## config.mk

```make
export PLATFORM = sky130hd
export DESIGN_NAME = polar_to_cartesian_compass_flat
export DESIGN_NICKNAME = d
export VERILOG_FILES = /design/src/rtl/core/p2cc_pkg.sv /design/src/rtl/core/p2cc_in_if.sv /design/src/rtl/core/p2cc_out_if.sv /design/src/rtl/core/polar_to_cartesian_compass.sv /design/src/flat_wrapper.sv
export VERILOG_INCLUDE_DIRS = /design/src /design/src/rtl/core
export SDC_FILE = /design/constraint.sdc
export NUM_CORES = 1
export LEC_CHECK = 0
export ABC_AREA = 1
export BUFFER_PORTS_ARGS = -buffer_cell sky130_fd_sc_hd__buf_4
export CAP_MARGIN = 25
export CORE_MARGIN = 8
export CORE_UTILIZATION = 55
export DETAILED_ROUTE_END_ITERATION = 12
export PLACE_DENSITY = 0.71
export SYNTH_ARGS = -nofsm -noshare
export SYNTH_HDL_FRONTEND = slang
export SYNTH_MEMORY_MAX_BITS = 65536
export SYNTH_SLANG_ARGS = --single-unit
```

## constraint.sdc

```tcl
create_clock -name clk -period 7.5 [get_ports clk]
set_input_delay 1.5 -clock clk [delete_from_list [all_inputs] [get_ports clk]]
set_output_delay 1.5 -clock clk [all_outputs]
set_load 0.02 [all_outputs]
```

## src/rtl/core/polar_to_cartesian_compass_defines.svh

```systemverilog
// Assertion macros for the compass polar to Cartesian converter.
`ifndef POLAR_TO_CARTESIAN_COMPASS_DEFINES_SVH
`define POLAR_TO_CARTESIAN_COMPASS_DEFINES_SVH

// Same-cycle implication, sampled on clk, off while rst_n is low.
`define P2CC_ASSERT_IMPL(lbl, ante, cons, msg) \
  lbl: assert property (@(posedge clk) disable iff (!rst_n) (ante) |-> (cons)) \
    else $error(msg);

// Next-cycle implication, sampled on clk, off while rst_n is low.
`define P2CC_ASSERT_NEXT(lbl, ante, cons, msg) \
  lbl: assert property (@(posedge clk) disable iff (!rst_n) (ante) |=> (cons)) \
    else $error(msg);

`endif

```

## src/rtl/core/p2cc_pkg.sv

```systemverilog
// Shared constants and the quarter-wave sine table of the compass converter.
`default_nettype none

package p2cc_pkg;

  localparam int AZ_WIDTH      = 11;
  localparam int MAG_WIDTH_DEF = 13;
  localparam int SINE_FRAC_DEF = 16;
  localparam int ROM_FRAC      = 16;
  localparam int SINE_FRAC_MAX = 30;
  localparam int ROM_W         = SINE_FRAC_MAX + 1;

  localparam int HALF_TURN    = 180;
  localparam int FULL_TURN    = 360;
  localparam int QUARTER_TURN = 90;

  // Angle 0..449, offset heading sum below 4096, table index 0..90
  localparam int ANG_W = 9;
  localparam int SUM_W = 12;
  localparam int IDX_W = 7;

  // Pipeline depth from input transfer to output register
  localparam int NSTG = 6;

  // Look up |sin(k deg)| and bring it to frac fraction bits
  function automatic logic [ROM_W-1:0] sine_rom(input logic [IDX_W-1:0] k,
                                                 input int unsigned frac);
    logic [16:0]      q;
    logic [ROM_W-1:0] w;
    int unsigned      dn;
    case (k)
      7'd0:  q = 17'd0;     7'd1:  q = 17'd1144;  7'd2:  q = 17'd2287;  7'd3:  q = 17'd3430;
      7'd4:  q = 17'd4572;  7'd5:  q = 17'd5712;  7'd6:  q = 17'd6850;  7'd7:  q = 17'd7987;
      7'd8:  q = 17'd9121;  7'd9:  q = 17'd10252; 7'd10: q = 17'd11380; 7'd11: q = 17'd12505;
      7'd12: q = 17'd13626; 7'd13: q = 17'd14742; 7'd14: q = 17'd15855; 7'd15: q = 17'd16962;
      7'd16: q = 17'd18064; 7'd17: q = 17'd19161; 7'd18: q = 17'd20252; 7'd19: q = 17'd21336;
      7'd20: q = 17'd22415; 7'd21: q = 17'd23486; 7'd22: q = 17'd24550; 7'd23: q = 17'd25607;
      7'd24: q = 17'd26656; 7'd25: q = 17'd27697; 7'd26: q = 17'd28729; 7'd27: q = 17'd29753;
      7'd28: q = 17'd30767; 7'd29: q = 17'd31772; 7'd30: q = 17'd32768; 7'd31: q = 17'd33754;
      7'd32: q = 17'd34729; 7'd33: q = 17'd35693; 7'd34: q = 17'd36647; 7'd35: q = 17'd37590;
      7'd36: q = 17'd38521; 7'd37: q = 17'd39441; 7'd38: q = 17'd40348; 7'd39: q = 17'd41243;
      7'd40: q = 17'd42126; 7'd41: q = 17'd42995; 7'd42: q = 17'd43852; 7'd43: q = 17'd44695;
      7'd44: q = 17'd45525; 7'd45: q = 17'd46341; 7'd46: q = 17'd47143; 7'd47: q = 17'd47930;
      7'd48: q = 17'd48703; 7'd49: q = 17'd49461; 7'd50: q = 17'd50203; 7'd51: q = 17'd50931;
      7'd52: q = 17'd51643; 7'd53: q = 17'd52339; 7'd54: q = 17'd53020; 7'd55: q = 17'd53684;
      7'd56: q = 17'd54332; 7'd57: q = 17'd54963; 7'd58: q = 17'd55578; 7'd59: q = 17'd56175;
      7'd60: q = 17'd56756; 7'd61: q = 17'd57319; 7'd62: q = 17'd57865; 7'd63: q = 17'd58393;
      7'd64: q = 17'd58903; 7'd65: q = 17'd59396; 7'd66: q = 17'd59870; 7'd67: q = 17'd60326;
      7'd68: q = 17'd60764; 7'd69: q = 17'd61183; 7'd70: q = 17'd61584; 7'd71: q = 17'd61966;
      7'd72: q = 17'd62328; 7'd73: q = 17'd62672; 7'd74: q = 17'd62997; 7'd75: q = 17'd63303;
      7'd76: q = 17'd63589; 7'd77: q = 17'd63856; 7'd78: q = 17'd64104; 7'd79: q = 17'd64332;
      7'd80: q = 17'd64540; 7'd81: q = 17'd64729; 7'd82: q = 17'd64898; 7'd83: q = 17'd65048;
      7'd84: q = 17'd65177; 7'd85: q = 17'd65287; 7'd86: q = 17'd65376; 7'd87: q = 17'd65446;
      7'd88: q = 17'd65496; 7'd89: q = 17'd65526;
      default: q = 17'd65536;
    endcase
    w = ROM_W'(q);
    if (frac >= ROM_FRAC) begin
      w = w << (frac - ROM_FRAC);
    end else begin
      dn = ROM_FRAC - frac;
      w  = (w + (ROM_W'(1) << (dn - 1))) >> dn;
    end
    return w;
  endfunction

endpackage

`default_nettype wire

```

## src/rtl/core/p2cc_in_if.sv

```systemverilog
// Input channel: heading and signed magnitude with valid/ready.
`default_nettype none

interface p2cc_in_if
  import p2cc_pkg::*;
#(
  parameter int MAG_WIDTH = MAG_WIDTH_DEF
);
  logic                        valid;
  logic                        ready;
  logic signed [AZ_WIDTH-1:0]  azimuth_deg;
  logic signed [MAG_WIDTH-1:0] magnitude;

  modport source (output valid, azimuth_deg, magnitude, input ready);
  modport sink   (input valid, azimuth_deg, magnitude, output ready);
endinterface

`default_nettype wire

```

## src/rtl/core/p2cc_out_if.sv

```systemverilog
// Result channel: x and y coordinates with valid/ready.
`default_nettype none

interface p2cc_out_if
  import p2cc_pkg::*;
#(
  parameter int MAG_WIDTH = MAG_WIDTH_DEF
);
  logic                        valid;
  logic                        ready;
  logic signed [MAG_WIDTH-1:0] x_coord;
  logic signed [MAG_WIDTH-1:0] y_coord;

  modport source (output valid, x_coord, y_coord, input ready);
  modport sink   (input valid, x_coord, y_coord, output ready);
endinterface

`default_nettype wire

```

## src/rtl/core/polar_to_cartesian_compass.sv

```systemverilog
// Top level: pipelined compass polar to Cartesian converter.
`default_nettype none

// Converts a whole-degree compass heading (clockwise from +y) and a signed
// magnitude into x = round(m*sin(az)), y = round(m*cos(az)), rounded half
// away from zero; a negative magnitude points the opposite way. The block
// takes one transfer per clock unless a stalled output backs up into a full
// pipeline, and holds no state between items. Each item passes six register
// stages (heading offset and absolute magnitude, modulo 360 reduction,
// quadrant fold, sine table, multiply, round and saturate), one register
// per step. Each stage advances on its own when the next one is empty or
// moving, so gaps close up and input ready drops only when all six stages
// hold an item and the output is stalled. Throughput is one item per clock
// while the output is not stalled.
module polar_to_cartesian_compass
  import p2cc_pkg::*;
#(
  parameter int MAG_WIDTH      = MAG_WIDTH_DEF,
  parameter int SINE_FRAC_BITS = SINE_FRAC_DEF
) (
  input  wire logic   clk,
  input  wire logic   rst_n,
  p2cc_in_if.sink     in_ch,
  p2cc_out_if.source  out_ch
);

  `include "polar_to_cartesian_compass_defines.svh"

  localparam int SW = SINE_FRAC_BITS + 1;
  localparam int PW = MAG_WIDTH + SW;
  localparam logic [PW-1:0] MAXPOS = PW'((64'd1 << (MAG_WIDTH - 1)) - 64'd1);
  localparam logic [PW-1:0] HALF_LSB = PW'(64'd1 << (SINE_FRAC_BITS - 1));

  typedef struct packed {
    logic             neg;
    logic [IDX_W-1:0] idx;
  } fold_t;

  // Map an angle 0..359 to a table index and the sign of its sine
  function automatic fold_t fold(input logic [ANG_W-1:0] a);
    fold_t f;
    f.neg = (a > ANG_W'(HALF_TURN));
    if (a <= ANG_W'(QUARTER_TURN)) begin
      f.idx = IDX_W'(a);
    end else if (a <= ANG_W'(HALF_TURN)) begin
      f.idx = IDX_W'(ANG_W'(HALF_TURN) - a);
    end else if (a <= ANG_W'(HALF_TURN + QUARTER_TURN)) begin
      f.idx = IDX_W'(a - ANG_W'(HALF_TURN));
    end else begin
      f.idx = IDX_W'(ANG_W'(FULL_TURN) - a);
    end
    return f;
  endfunction

  // Round the product, clamp and apply the sign
  function automatic logic [MAG_WIDTH-1:0] finish(input logic [PW-1:0] p,
                                                   input logic neg);
    logic [PW-1:0] r;
    logic [PW-1:0] c;
    r = (p + HALF_LSB) >> SINE_FRAC_BITS;
    if (!neg) begin
      c = (r > MAXPOS) ? MAXPOS : r;
    end else begin
      c = (r > MAXPOS + PW'(1)) ? MAXPOS + PW'(1) : r;
      c = PW'(0) - c;
    end
    return MAG_WIDTH'(c);
  endfunction

  // Stage valid bits and per-stage advance enables
  logic [NSTG-1:0] v_r;
  logic [NSTG-1:0] en;

  always_comb begin
    en[NSTG-1] = !v_r[NSTG-1] || out_ch.ready;
    for (int k = NSTG - 2; k >= 0; k--) begin
      en[k] = !v_r[k] || en[k+1];
    end
  end

  assign in_ch.ready = en[0];

  always_ff @(posedge clk) begin
    if (!rst_n) begin
      v_r <= '0;
    end else begin
      if (en[0]) begin
        v_r[0] <= in_ch.valid;
      end
      for (int k = 1; k < NSTG; k++) begin
        if (en[k]) begin
          v_r[k] <= v_r[k-1];
        end
      end
    end
  end

  // Stage 0: offset heading into a positive range, take |magnitude|
  logic                 in_neg;
  logic [SUM_W-1:0]     sum_nxt;
  logic [MAG_WIDTH-1:0] mag_nxt;
  logic [SUM_W-1:0]     sum_r;
  logic [MAG_WIDTH-1:0] mag0_r;

  always_comb begin
    in_neg  = in_ch.magnitude[MAG_WIDTH-1];
    mag_nxt = in_neg ? (~$unsigned(in_ch.magnitude) + MAG_WIDTH'(1))
                     : $unsigned(in_ch.magnitude);
    sum_nxt = $unsigned(SUM_W'(in_ch.azimuth_deg)) + SUM_W'(3 * FULL_TURN)
            + (in_neg ? SUM_W'(HALF_TURN) : SUM_W'(0));
  end

  always_ff @(posedge clk) begin
    if (en[0]) begin
      sum_r  <= sum_nxt;
      mag0_r <= mag_nxt;
    end
  end

  // Stage 1: reduce modulo 360 by three compare-and-subtract steps
  logic [SUM_W-1:0]     red;
  logic [ANG_W-1:0]     ang_r;
  logic [MAG_WIDTH-1:0] mag1_r;

  always_comb begin
    red = sum_r;
    if (red >= SUM_W'(4 * FULL_TURN)) begin
      red = red - SUM_W'(4 * FULL_TURN);
    end
    if (red >= SUM_W'(2 * FULL_TURN)) begin
      red = red - SUM_W'(2 * FULL_TURN);
    end
    if (red >= SUM_W'(FULL_TURN)) begin
      red = red - SUM_W'(FULL_TURN);
    end
  end

  always_ff @(posedge clk) begin
    if (en[1]) begin
      ang_r  <= ANG_W'(red);
      mag1_r <= mag0_r;
    end
  end

  // Stage 2: form the cosine angle and fold both into the first quadrant
  logic [ANG_W-1:0]     cos_ang;
  fold_t                fx_r;
  fold_t                fy_r;
  logic [MAG_WIDTH-1:0] mag2_r;

  always_comb begin
    cos_ang = ang_r + ANG_W'(QUARTER_TURN);
    if (cos_ang >= ANG_W'(FULL_TURN)) begin
      cos_ang = cos_ang - ANG_W'(FULL_TURN);
    end
  end

  always_ff @(posedge clk) begin
    if (en[2]) begin
      fx_r   <= fold(ang_r);
      fy_r   <= fold(cos_ang);
      mag2_r <= mag1_r;
    end
  end

  // Stage 3: sine table lookups
  logic [SW-1:0]        sin_x_r;
  logic [SW-1:0]        sin_y_r;
  logic                 neg_x3_r;
  logic                 neg_y3_r;
  logic [MAG_WIDTH-1:0] mag3_r;

  always_ff @(posedge clk) begin
    if (en[3]) begin
      sin_x_r  <= SW'(sine_rom(fx_r.idx, SINE_FRAC_BITS));
      sin_y_r  <= SW'(sine_rom(fy_r.idx, SINE_FRAC_BITS));
      neg_x3_r <= fx_r.neg;
      neg_y3_r <= fy_r.neg;
      mag3_r   <= mag2_r;
    end
  end

  // Stage 4: unsigned products
  logic [PW-1:0] prod_x_r;
  logic [PW-1:0] prod_y_r;
  logic          neg_x4_r;
  logic          neg_y4_r;

  always_ff @(posedge clk) begin
    if (en[4]) begin
      prod_x_r <= PW'(mag3_r) * PW'(sin_x_r);
      prod_y_r <= PW'(mag3_r) * PW'(sin_y_r);
      neg_x4_r <= neg_x3_r;
      neg_y4_r <= neg_y3_r;
    end
  end

  // Stage 5: round, saturate, sign; hold while the output stalls
  logic [MAG_WIDTH-1:0] x_r;
  logic [MAG_WIDTH-1:0] y_r;

  always_ff @(posedge clk) begin
    if (en[5]) begin
      x_r <= finish(prod_x_r, neg_x4_r);
      y_r <= finish(prod_y_r, neg_y4_r);
    end
  end

  assign out_ch.valid   = v_r[NSTG-1];
  assign out_ch.x_coord = $signed(x_r);
  assign out_ch.y_coord = $signed(y_r);

  `P2CC_ASSERT_IMPL(a_ang_range, v_r[1], ang_r < ANG_W'(FULL_TURN),
                    "reduced heading out of range")
  `P2CC_ASSERT_IMPL(a_fold_range,
                    v_r[2],
                    (fx_r.idx <= IDX_W'(QUARTER_TURN))
                      && (fy_r.idx <= IDX_W'(QUARTER_TURN)),
                    "folded table index beyond a quarter turn")
  `P2CC_ASSERT_IMPL(a_quadrature, v_r[3], (sin_x_r != '0) || (sin_y_r != '0),
                    "sine and cosine both zero")
  `P2CC_ASSERT_NEXT(a_prod_hold, v_r[4] && !en[4],
                    v_r[4] && $stable(prod_x_r) && $stable(prod_y_r),
                    "stalled product stage lost its item")
  `P2CC_ASSERT_IMPL(a_ready_full, !en[0], &v_r,
                    "input blocked while the pipeline has a bubble")

endmodule

`default_nettype wire
```

## src/flat_wrapper.sv

```systemverilog
// flat-port wrapper written by rule: the top's interface ports become plain ports
module polar_to_cartesian_compass_flat import p2cc_pkg::*;
#(
  parameter int MAG_WIDTH      = MAG_WIDTH_DEF,
  parameter int SINE_FRAC_BITS = SINE_FRAC_DEF
)
  (clk, rst_n, in_ch_valid, in_ch_azimuth_deg, in_ch_magnitude, in_ch_ready, out_ch_valid, out_ch_x_coord, out_ch_y_coord, out_ch_ready);
  p2cc_in_if #(.MAG_WIDTH(MAG_WIDTH)) in_ch_i ();
  p2cc_out_if #(.MAG_WIDTH(MAG_WIDTH)) out_ch_i ();
  input  wire logic clk;
  input  wire logic rst_n;
  input wire logic [$bits(in_ch_i.valid)-1:0] in_ch_valid;
  input wire logic [$bits(in_ch_i.azimuth_deg)-1:0] in_ch_azimuth_deg;
  input wire logic [$bits(in_ch_i.magnitude)-1:0] in_ch_magnitude;
  output wire logic [$bits(in_ch_i.ready)-1:0] in_ch_ready;
  output wire logic [$bits(out_ch_i.valid)-1:0] out_ch_valid;
  output wire logic [$bits(out_ch_i.x_coord)-1:0] out_ch_x_coord;
  output wire logic [$bits(out_ch_i.y_coord)-1:0] out_ch_y_coord;
  input wire logic [$bits(out_ch_i.ready)-1:0] out_ch_ready;
  assign in_ch_i.valid = in_ch_valid;
  assign in_ch_i.azimuth_deg = in_ch_azimuth_deg;
  assign in_ch_i.magnitude = in_ch_magnitude;
  assign in_ch_ready = in_ch_i.ready;
  assign out_ch_valid = out_ch_i.valid;
  assign out_ch_x_coord = out_ch_i.x_coord;
  assign out_ch_y_coord = out_ch_i.y_coord;
  assign out_ch_i.ready = out_ch_ready;
  polar_to_cartesian_compass #(.MAG_WIDTH(MAG_WIDTH), .SINE_FRAC_BITS(SINE_FRAC_BITS)) u_core (.clk(clk), .rst_n(rst_n), .in_ch(in_ch_i), .out_ch(out_ch_i));
endmodule
```

==> key figures, run 1 <==
Finish
  • Share of cells above drive strength 1: 5.82%
  • # nets final: 4148
  • Final Core Density: 58.8%
  • Fillers: 4561
  • Area Overhead vs Synth: 5.68%
  • Antenna cells: 0

Clock network
  • Clock Latency Late Sink: 0.49 ns
  • Worst-path clk slew: 0.08 ns
  • CTS Buffer Depth: 2
  • Clock sink total: 188
  • H-tree depth: 4
  • CTS tree: yes
  • CTS-repair resized insts: 0
  • Root Buffer Master: clkbuf_16
  • Cts bufs inserted: 17
  • CTS Hold Bufs: 0
  • Setup bufs post-CTS: 0

Timing
  • Post-layout minimum cycle time: 5.89 ns
  • Final period utilization: 78.5%
  • Worst relative slew slack: 28.0%
  • Fmax: 0.170 GHz
  • RSZ-0062 raised after global routing: no
  • Worst slew pin tran: 1.08 ns
  • Max-slew violation count: 0
  • Slack of the critical path: 1.61 ns
  • Setup TNS: 0 ns
  • Worst Skew: 0.00957 ns
  • Final Hold Viols: 0
  • Final setup violation count: 0

Synth
  • Synth top area share: 24.0%
  • #FFs+latches synth: 188
  • Top-count cell post-synth: nand2_1
  • Register area share after synthesis: 20.1%
  • Top post-synthesis cells by area: fa_1, edfxtp_1, nand2_1
  • Post-Syn Area: 27800 um^2
  • Post-synth EDFFs: 182
  • Post-Syn Instances: 3609
  • Post-synthesis net count: 4182
  • Largest area contributor in the netlist: fa_1
  • Top_reg_cell synth: edfxtp_1
  • Yosys warnings: 0
  • Mean Syn Cell Area: 7.70 um^2
  • Top cells by count, synth: nand2_1, inv_1, fa_1, ha_1, nor2_1
  • Unique masters post-synth: 66
  • Async set or reset register ratio after synthesis: 0%

Detailed routing
  • Total wire length: 67900 um
  • First drt pass iteration count: 7
  • Antenna viol nets, final: 0
  • DRC viols: 0
  • Iteration-0 DRC Markers: 1989
  • Via Count: 23000
  • Vias per cell: 5.41
  • DR WL/cell: 15.9 um

Worst setup path
  • CP endpoint: u_core.prod_y_r[27]
  • Max incr delay on CP: 0.89 ns
  • Reg-to-Reg Start: u_core.mag3_r[9]
  • Crit path cell chain: buf_4 -> nand2_1 -> fa_1 -> inv_1 -> fa_1 -> fa_1 -> fa_1 -> inv_1 -> fa_1 -> inv_1 -> ha_1 -> nand2_1 -> nor2_1 -> nand4_1 -> o21ai_0 -> nand2_1 -> a21oi_1 -> nand3_1 -> nand3_1 -> nand2_1
  • Crit Path Category: reg -> reg
  • Delay-heaviest family, CP: adder cells
  • Crit path depth: 20
  • Crit-path max FO: 18
  • Worst Path Arrival: 6.14 ns
  • Critical path data required time: 7.75 ns
  • Critical path's most frequent cell: fa_1
  • Nature of the critical path startpoint: register
  • CP bufs+invs: 4
  • R2R depth: 20
  • CP Launch Point: u_core.mag3_r[9]
  • CP max-delay cell: edfxtp_1
  • Reg2reg end: u_core.prod_y_r[27]
  • Crit end category: register
  • R2r setup slk: 1.61 ns

Floorplan
  • Row count: 82
  • Die W: 241 um
  • Top-Level Pins: 56
  • Die ar.: 58000 um^2
  • Core footprint: 50000 um^2
  • Chip height: 241 um
  • Starting density of the core: 55.6%

Global routing
  • First-pass GRT wire length: 114000 um
  • Largest net degree at the start of global routing: 65
  • Tot GR Track Use: 24.2%
  • Initial antenna violation count: 0
  • GRT Residual Overflow: 0
  • Vias in the first global route: 23300

Run
  • Max-Cap Viols: 0

Outcome
  • Status: complete, no violations

Worst hold path
  • Hold Path Class: reg -> reg
  • WHS Path Cells: 0

Placed design
  • DP HPWL: 53500 um
  • Pre-CTS setup slack: 1.65 ns
  • GP Congestion: 0.980
  • PortBufs: 55
[layout make-up]
class                           instances  area (um^2)  area share (%)
Clock buffer                           17          425            1.45
Tap cell                              672          841            2.86
Multi-Input combinational cell       2428        18500            62.9
Inverter                              857         3220            11.0
Timing Repair Buffer                   83          643            2.19
Sequential cell                       188         5590            19.0
Clock inverter                         15          191           0.652
[cell usage in the layout, fill, tap and decap left out, types with 4 or more instances in the layout]
cell	instances
a211oi_1	5
a21o_1	4
a21oi_1	148
a22oi_1	6
a311oi_1	4
a31oi_1	14
a32oi_1	5
buf_4	82
clkbuf_16	17
clkinv_8	5
dfxtp_1	6
edfxtp_1	182
fa_1	333
ha_1	212
inv_1	838
inv_2	16
nand2_1	884
nand2_2	20
nand2_4	11
nand3_1	143
nand3_2	6
nand4_1	22
nor2_1	198
nor2_2	11
nor3_1	27
o211ai_1	24
o21a_1	4
o21ai_0	142
o21ai_1	7
o21ai_2	5
o221ai_1	13
o22ai_1	13
o311ai_0	11
o31ai_1	9
o32ai_1	5
or2_2	7
xnor2_1	19
xor2_1	72
[kinds of logic (layout without fill, tap and decap cells)]
kind of cell / count (synthesis) / after routing / synth area share, %
AO/OA/AOI/OAI: 439 / 439 / 9.43
buffers and inverters: 993 / 972 / 13.5
AND/OR/NAND/NOR: 1352 / 1352 / 20.5
adder cells (fa/ha/maj): 545 / 545 / 33.5
XOR/XNOR: 92 / 92 / 2.93
flip-flops: 188 / 188 / 20.1
[per-stage QoR]
step           hold WS (ns)  cells  cell area (um^2)
2_1_floorplan         0.400   3609             27800
3_3_place_gp          0.401   4227             28700
3_5_place_dp          0.405   4227             28700
4_1_cts               0.423   4259             29300
5_1_grt               0.427   4260             29400
6_report              0.422   4260             29400
[state kept, by name, indices dropped and copies added, names as in the netlist]
| name | count |
|---|---|
| u_core.sin_x_r | 17 |
| u_core.sin_y_r | 17 |
| u_core.prod_x_r | 15 |
| u_core.prod_y_r | 15 |
| u_core.mag0_r | 13 |
| u_core.mag1_r | 13 |
| u_core.mag2_r | 13 |
| u_core.mag3_r | 13 |
| u_core.out_ch.x_coord | 13 |
| u_core.out_ch.y_coord | 13 |
| u_core.sum_r | 12 |
| u_core.ang_r | 9 |
| u_core.fy_r | 8 |
| u_core.fx_r | 7 |
| u_core.v_r | 6 |
| u_core.neg_x3_r | 1 |
| u_core.neg_x4_r | 1 |
| u_core.neg_y3_r | 1 |
| u_core.neg_y4_r | 1 |
[per-layer routing]
layer,global-route usage (%),vias to the layer above,part of all wire [%]
met5,0,-,0
met3,4.34,166,8.3
met4,8.75,0,2.9
met2,40.5,983,47
met1,31.5,10800,42
li1,-,11100,-
[worst min-delay path by stage]
| stage | startpoint | slack [ns] | to |
|---|---|---|---|
| after floorplan | u_core.mag0_r[0] | 0.40 | u_core.mag1_r[0] |
| after global placement | u_core.mag1_r[9] | 0.40 | u_core.mag2_r[9] |
| after detailed placement | u_core.mag0_r[7] | 0.40 | u_core.mag1_r[7] |
| after CTS | u_core.mag2_r[12] | 0.42 | u_core.mag3_r[12] |
| after global routing | u_core.mag2_r[12] | 0.43 | u_core.mag3_r[12] |
| final | u_core.mag2_r[12] | 0.42 | u_core.mag3_r[12] |
[worst reg2reg max path, cell delays in order (launching register included)]
cell	delay [ns]
edfxtp_1	0.89
buf_4	0.38
nand2_1	0.11
fa_1	0.51
inv_1	0.05
fa_1	0.55
fa_1	0.44
fa_1	0.50
inv_1	0.05
fa_1	0.49
inv_1	0.04
ha_1	0.30
nand2_1	0.09
nor2_1	0.15
nand4_1	0.09
o21ai_0	0.28
nand2_1	0.13
a21oi_1	0.28
nand3_1	0.16
nand3_1	0.10
nand2_1	0.05
Power of run 1 is left out: the tool's default activity adds up to more than one toggle a clock period on the data nets, which glitch-free logic cannot reach.
==> inputs of run 2 (changes only) <==
- clock period: 7.5 -> 5.9 ns (I/O delays scaled with it)
==> key figures, run 2 (synthesis gave the netlist of run 1 again) <==
Timing
  • Worst relative slew slack: 34.7% (+6.7 points)
  • Final Hold Viols: 0 (unchanged)
  • Final period utilization: 92.7% (+14 points)
  • RSZ-0062 raised after global routing: no
  • Max-slew violation count: 0 (unchanged)
  • Fmax: 0.183 GHz (+7.7%)
  • Worst slew pin tran: 0.976 ns (-0.104 ns)
  • Final setup violation count: 0 (unchanged)
  • Post-layout minimum cycle time: 5.47 ns (-0.420 ns)
  • Hold_ws: 0.413 ns (-0.00940 ns)
  • Setup TNS: 0 ns (unchanged)
  • Worst Skew: 0.0199 ns (+0.0103 ns)

Finish
  • # nets final: 4174 (+0.63%)
  • Share of cells above drive strength 1: 6.50% (+0.68 points)
  • Biggest regs: u_core.sin_x_r: 17 flops, u_core.sin_y_r: 17 flops
  • Antenna cells: 0 (unchanged)
  • Most frequent cells in the layout: nand2_1, inv_1, fa_1
  • Area Overhead vs Synth: 6.44%
  • Fillers: 4452 (-2.4%)
  • Leading cell type in the layout, fill and taps excluded: nand2_1
  • Final Core Density: 59.2% (+0.42 points)

Detailed routing
  • Antenna viol nets, final: 0 (unchanged)
  • First drt pass iteration count: 6 (-1)
  • Vias per cell: 5.38 (-0.53%)
  • DRC viols: 0 (unchanged)
  • Via Count: 23100 (+0.078%)
  • DR WL/cell: 15.6 um (-1.9%)
  • Total wire length: 67000 um (-1.3%)
  • Iteration-0 DRC Markers: 1691 (-15%)

Worst setup path
  • Worst Path Arrival: 5.71 ns (-0.43 ns)
  • Nature of the critical path startpoint: register
  • Reg-to-Reg Start: u_core.mag3_r[1]
  • Critical path data required time: 6.14 ns (-1.61 ns)
  • R2r setup slk: 0.43 ns (-1.18 ns)
  • CP Launch Point: u_core.mag3_r[1]
  • Crit Path Category: reg -> reg
  • Reg2reg end: u_core.prod_y_r[27]
  • CP endpoint: u_core.prod_y_r[27]
  • Crit-path max FO: 12 (-6)
  • Crit end category: register
  • R2R depth: 22 (+10%)

Clock network
  • Clock sink total: 188 (unchanged)
  • Clock Latency Late Sink: 0.50 ns (about the same)
  • H-tree depth: 4 (unchanged)
  • CTS Buffer Depth: 2 (unchanged)
  • CTS tree: yes
  • CTS-repair resized insts: 0 (unchanged)
  • Cts bufs inserted: 17 (unchanged)
  • Root Buffer Master: clkbuf_16
  • Worst-path clk slew: 0.09 ns (about the same)

Global routing
  • Largest net degree at the start of global routing: 65 (unchanged)
  • Vias in the first global route: 23200 (-0.45%)
  • Initial antenna violation count: 0 (unchanged)
  • GRT Residual Overflow: 0 (unchanged)
  • First-pass GRT wire length: 113000 um (-0.82%)
  • Tot GR Track Use: 23.9% (-0.29 points)

Floorplan
  • Die W: 241 um (unchanged)
  • Chip height: 241 um (unchanged)
  • Row count: 82 (unchanged)
  • Core footprint: 50000 um^2 (unchanged)
  • Top-Level Pins: 56 (unchanged)
  • Starting density of the core: 55.6% (unchanged)
  • Die ar.: 58000 um^2 (unchanged)

Worst hold path
  • Hold Path Class: reg -> reg

Placed design
  • GP Congestion: 0.985 (+0.45%)
  • DP HPWL: 53200 um (-0.64%)
  • PortBufs: 55 (unchanged)

Outcome
  • Status: complete, no violations

Run
  • Max-Cap Viols: 0 (unchanged)
[run 2: cell count changes in the layout (fill, tap and decap cells not counted), moves of 2 or more]
| cell | before | now |
|---|---|---|
| inv_6 | 2 | 8 |
| inv_8 | 3 | 1 |
| buf_12 | 0 | 5 |
| clkinv_8 | 5 | 3 |
| buf_4 | 82 | 104 |
| clkinv_4 | 3 | 1 |
[run 2: repair_timing]
| item | in CTS | in global routing |
|---|---|---|
| endpoints found under the hold margin | 0 | 0 |
| hold buffers | 0 | 0 |
| buffers inserted | 0 | 2 |
| setup endpoints to repair | 0 | 2 |
[run 2: stage by stage]
step                      cells  worst slack [ns]  area, um^2
after floorplan            3609             0.109       27800
after global placement     4252             0.485       29000
after detailed placement   4252             0.376       29000
after CTS                  4284             0.358       29600
after global routing       4286            0.0220       29600
final                      4286             0.429       29600
[run 2: worst min-delay path by stage]
stage               cells past startpoint        startpoint          endpoint  slack (ns)
floorplan                               0  u_core.mag0_r[0]  u_core.mag1_r[0]        0.40
global placement                        0    u_core.fy_r[7]   u_core.neg_y3_r        0.40
detailed placement                      0  u_core.mag1_r[0]  u_core.mag2_r[0]        0.40
CTS                                     0  u_core.mag1_r[1]  u_core.mag2_r[1]        0.41
global route                            0  u_core.mag1_r[1]  u_core.mag2_r[1]        0.42
finish                                  0  u_core.mag1_r[1]  u_core.mag2_r[1]        0.41
[run 2: area by class of cell]
| cell class | count | area (um^2) | share of cell area [%] |
|---|---|---|---|
| Clock buffer | 17 | 425 | 1.44 |
| Timing Repair Buffer | 109 | 881 | 2.98 |
| Clock inverter | 15 | 159 | 0.537 |
| Multi-Input combinational cell | 2428 | 18500 | 62.4 |
| Tap cell | 672 | 841 | 2.84 |
| Sequential cell | 188 | 5590 | 18.9 |
| Inverter | 857 | 3220 | 10.9 |
[run 2: worst max-delay path, stage by stage, from the launching register on]
cell and delay [ns]:
edfxtp_1 0.61, buf_4 0.28, nand2_1 0.06, inv_1 0.07, fa_1 0.53, inv_1 0.05
fa_1 0.47, inv_1 0.05, fa_1 0.49, fa_1 0.55, inv_1 0.05, fa_1 0.47
inv_1 0.04, ha_1 0.30, nand2_1 0.07, nor2_1 0.13, nand4_1 0.09, o21ai_0 0.26
nand2_1 0.12, a21oi_1 0.26, nand3_1 0.13, nand3_1 0.09, nand2_1 0.05
[run 2: layer usage]
metal | global-route usage [%] | vias up | routed length [um]
met5 | 0 | - | 0
met2 | 39.0 | 1033 | 30800
met3 | 4.36 | 156 | 5680
met4 | 8.61 | 0 | 2000
met1 | 31.9 | 10800 | 28500
li1 | - | 11100 | -
Power of run 2 is left out for the same reason.
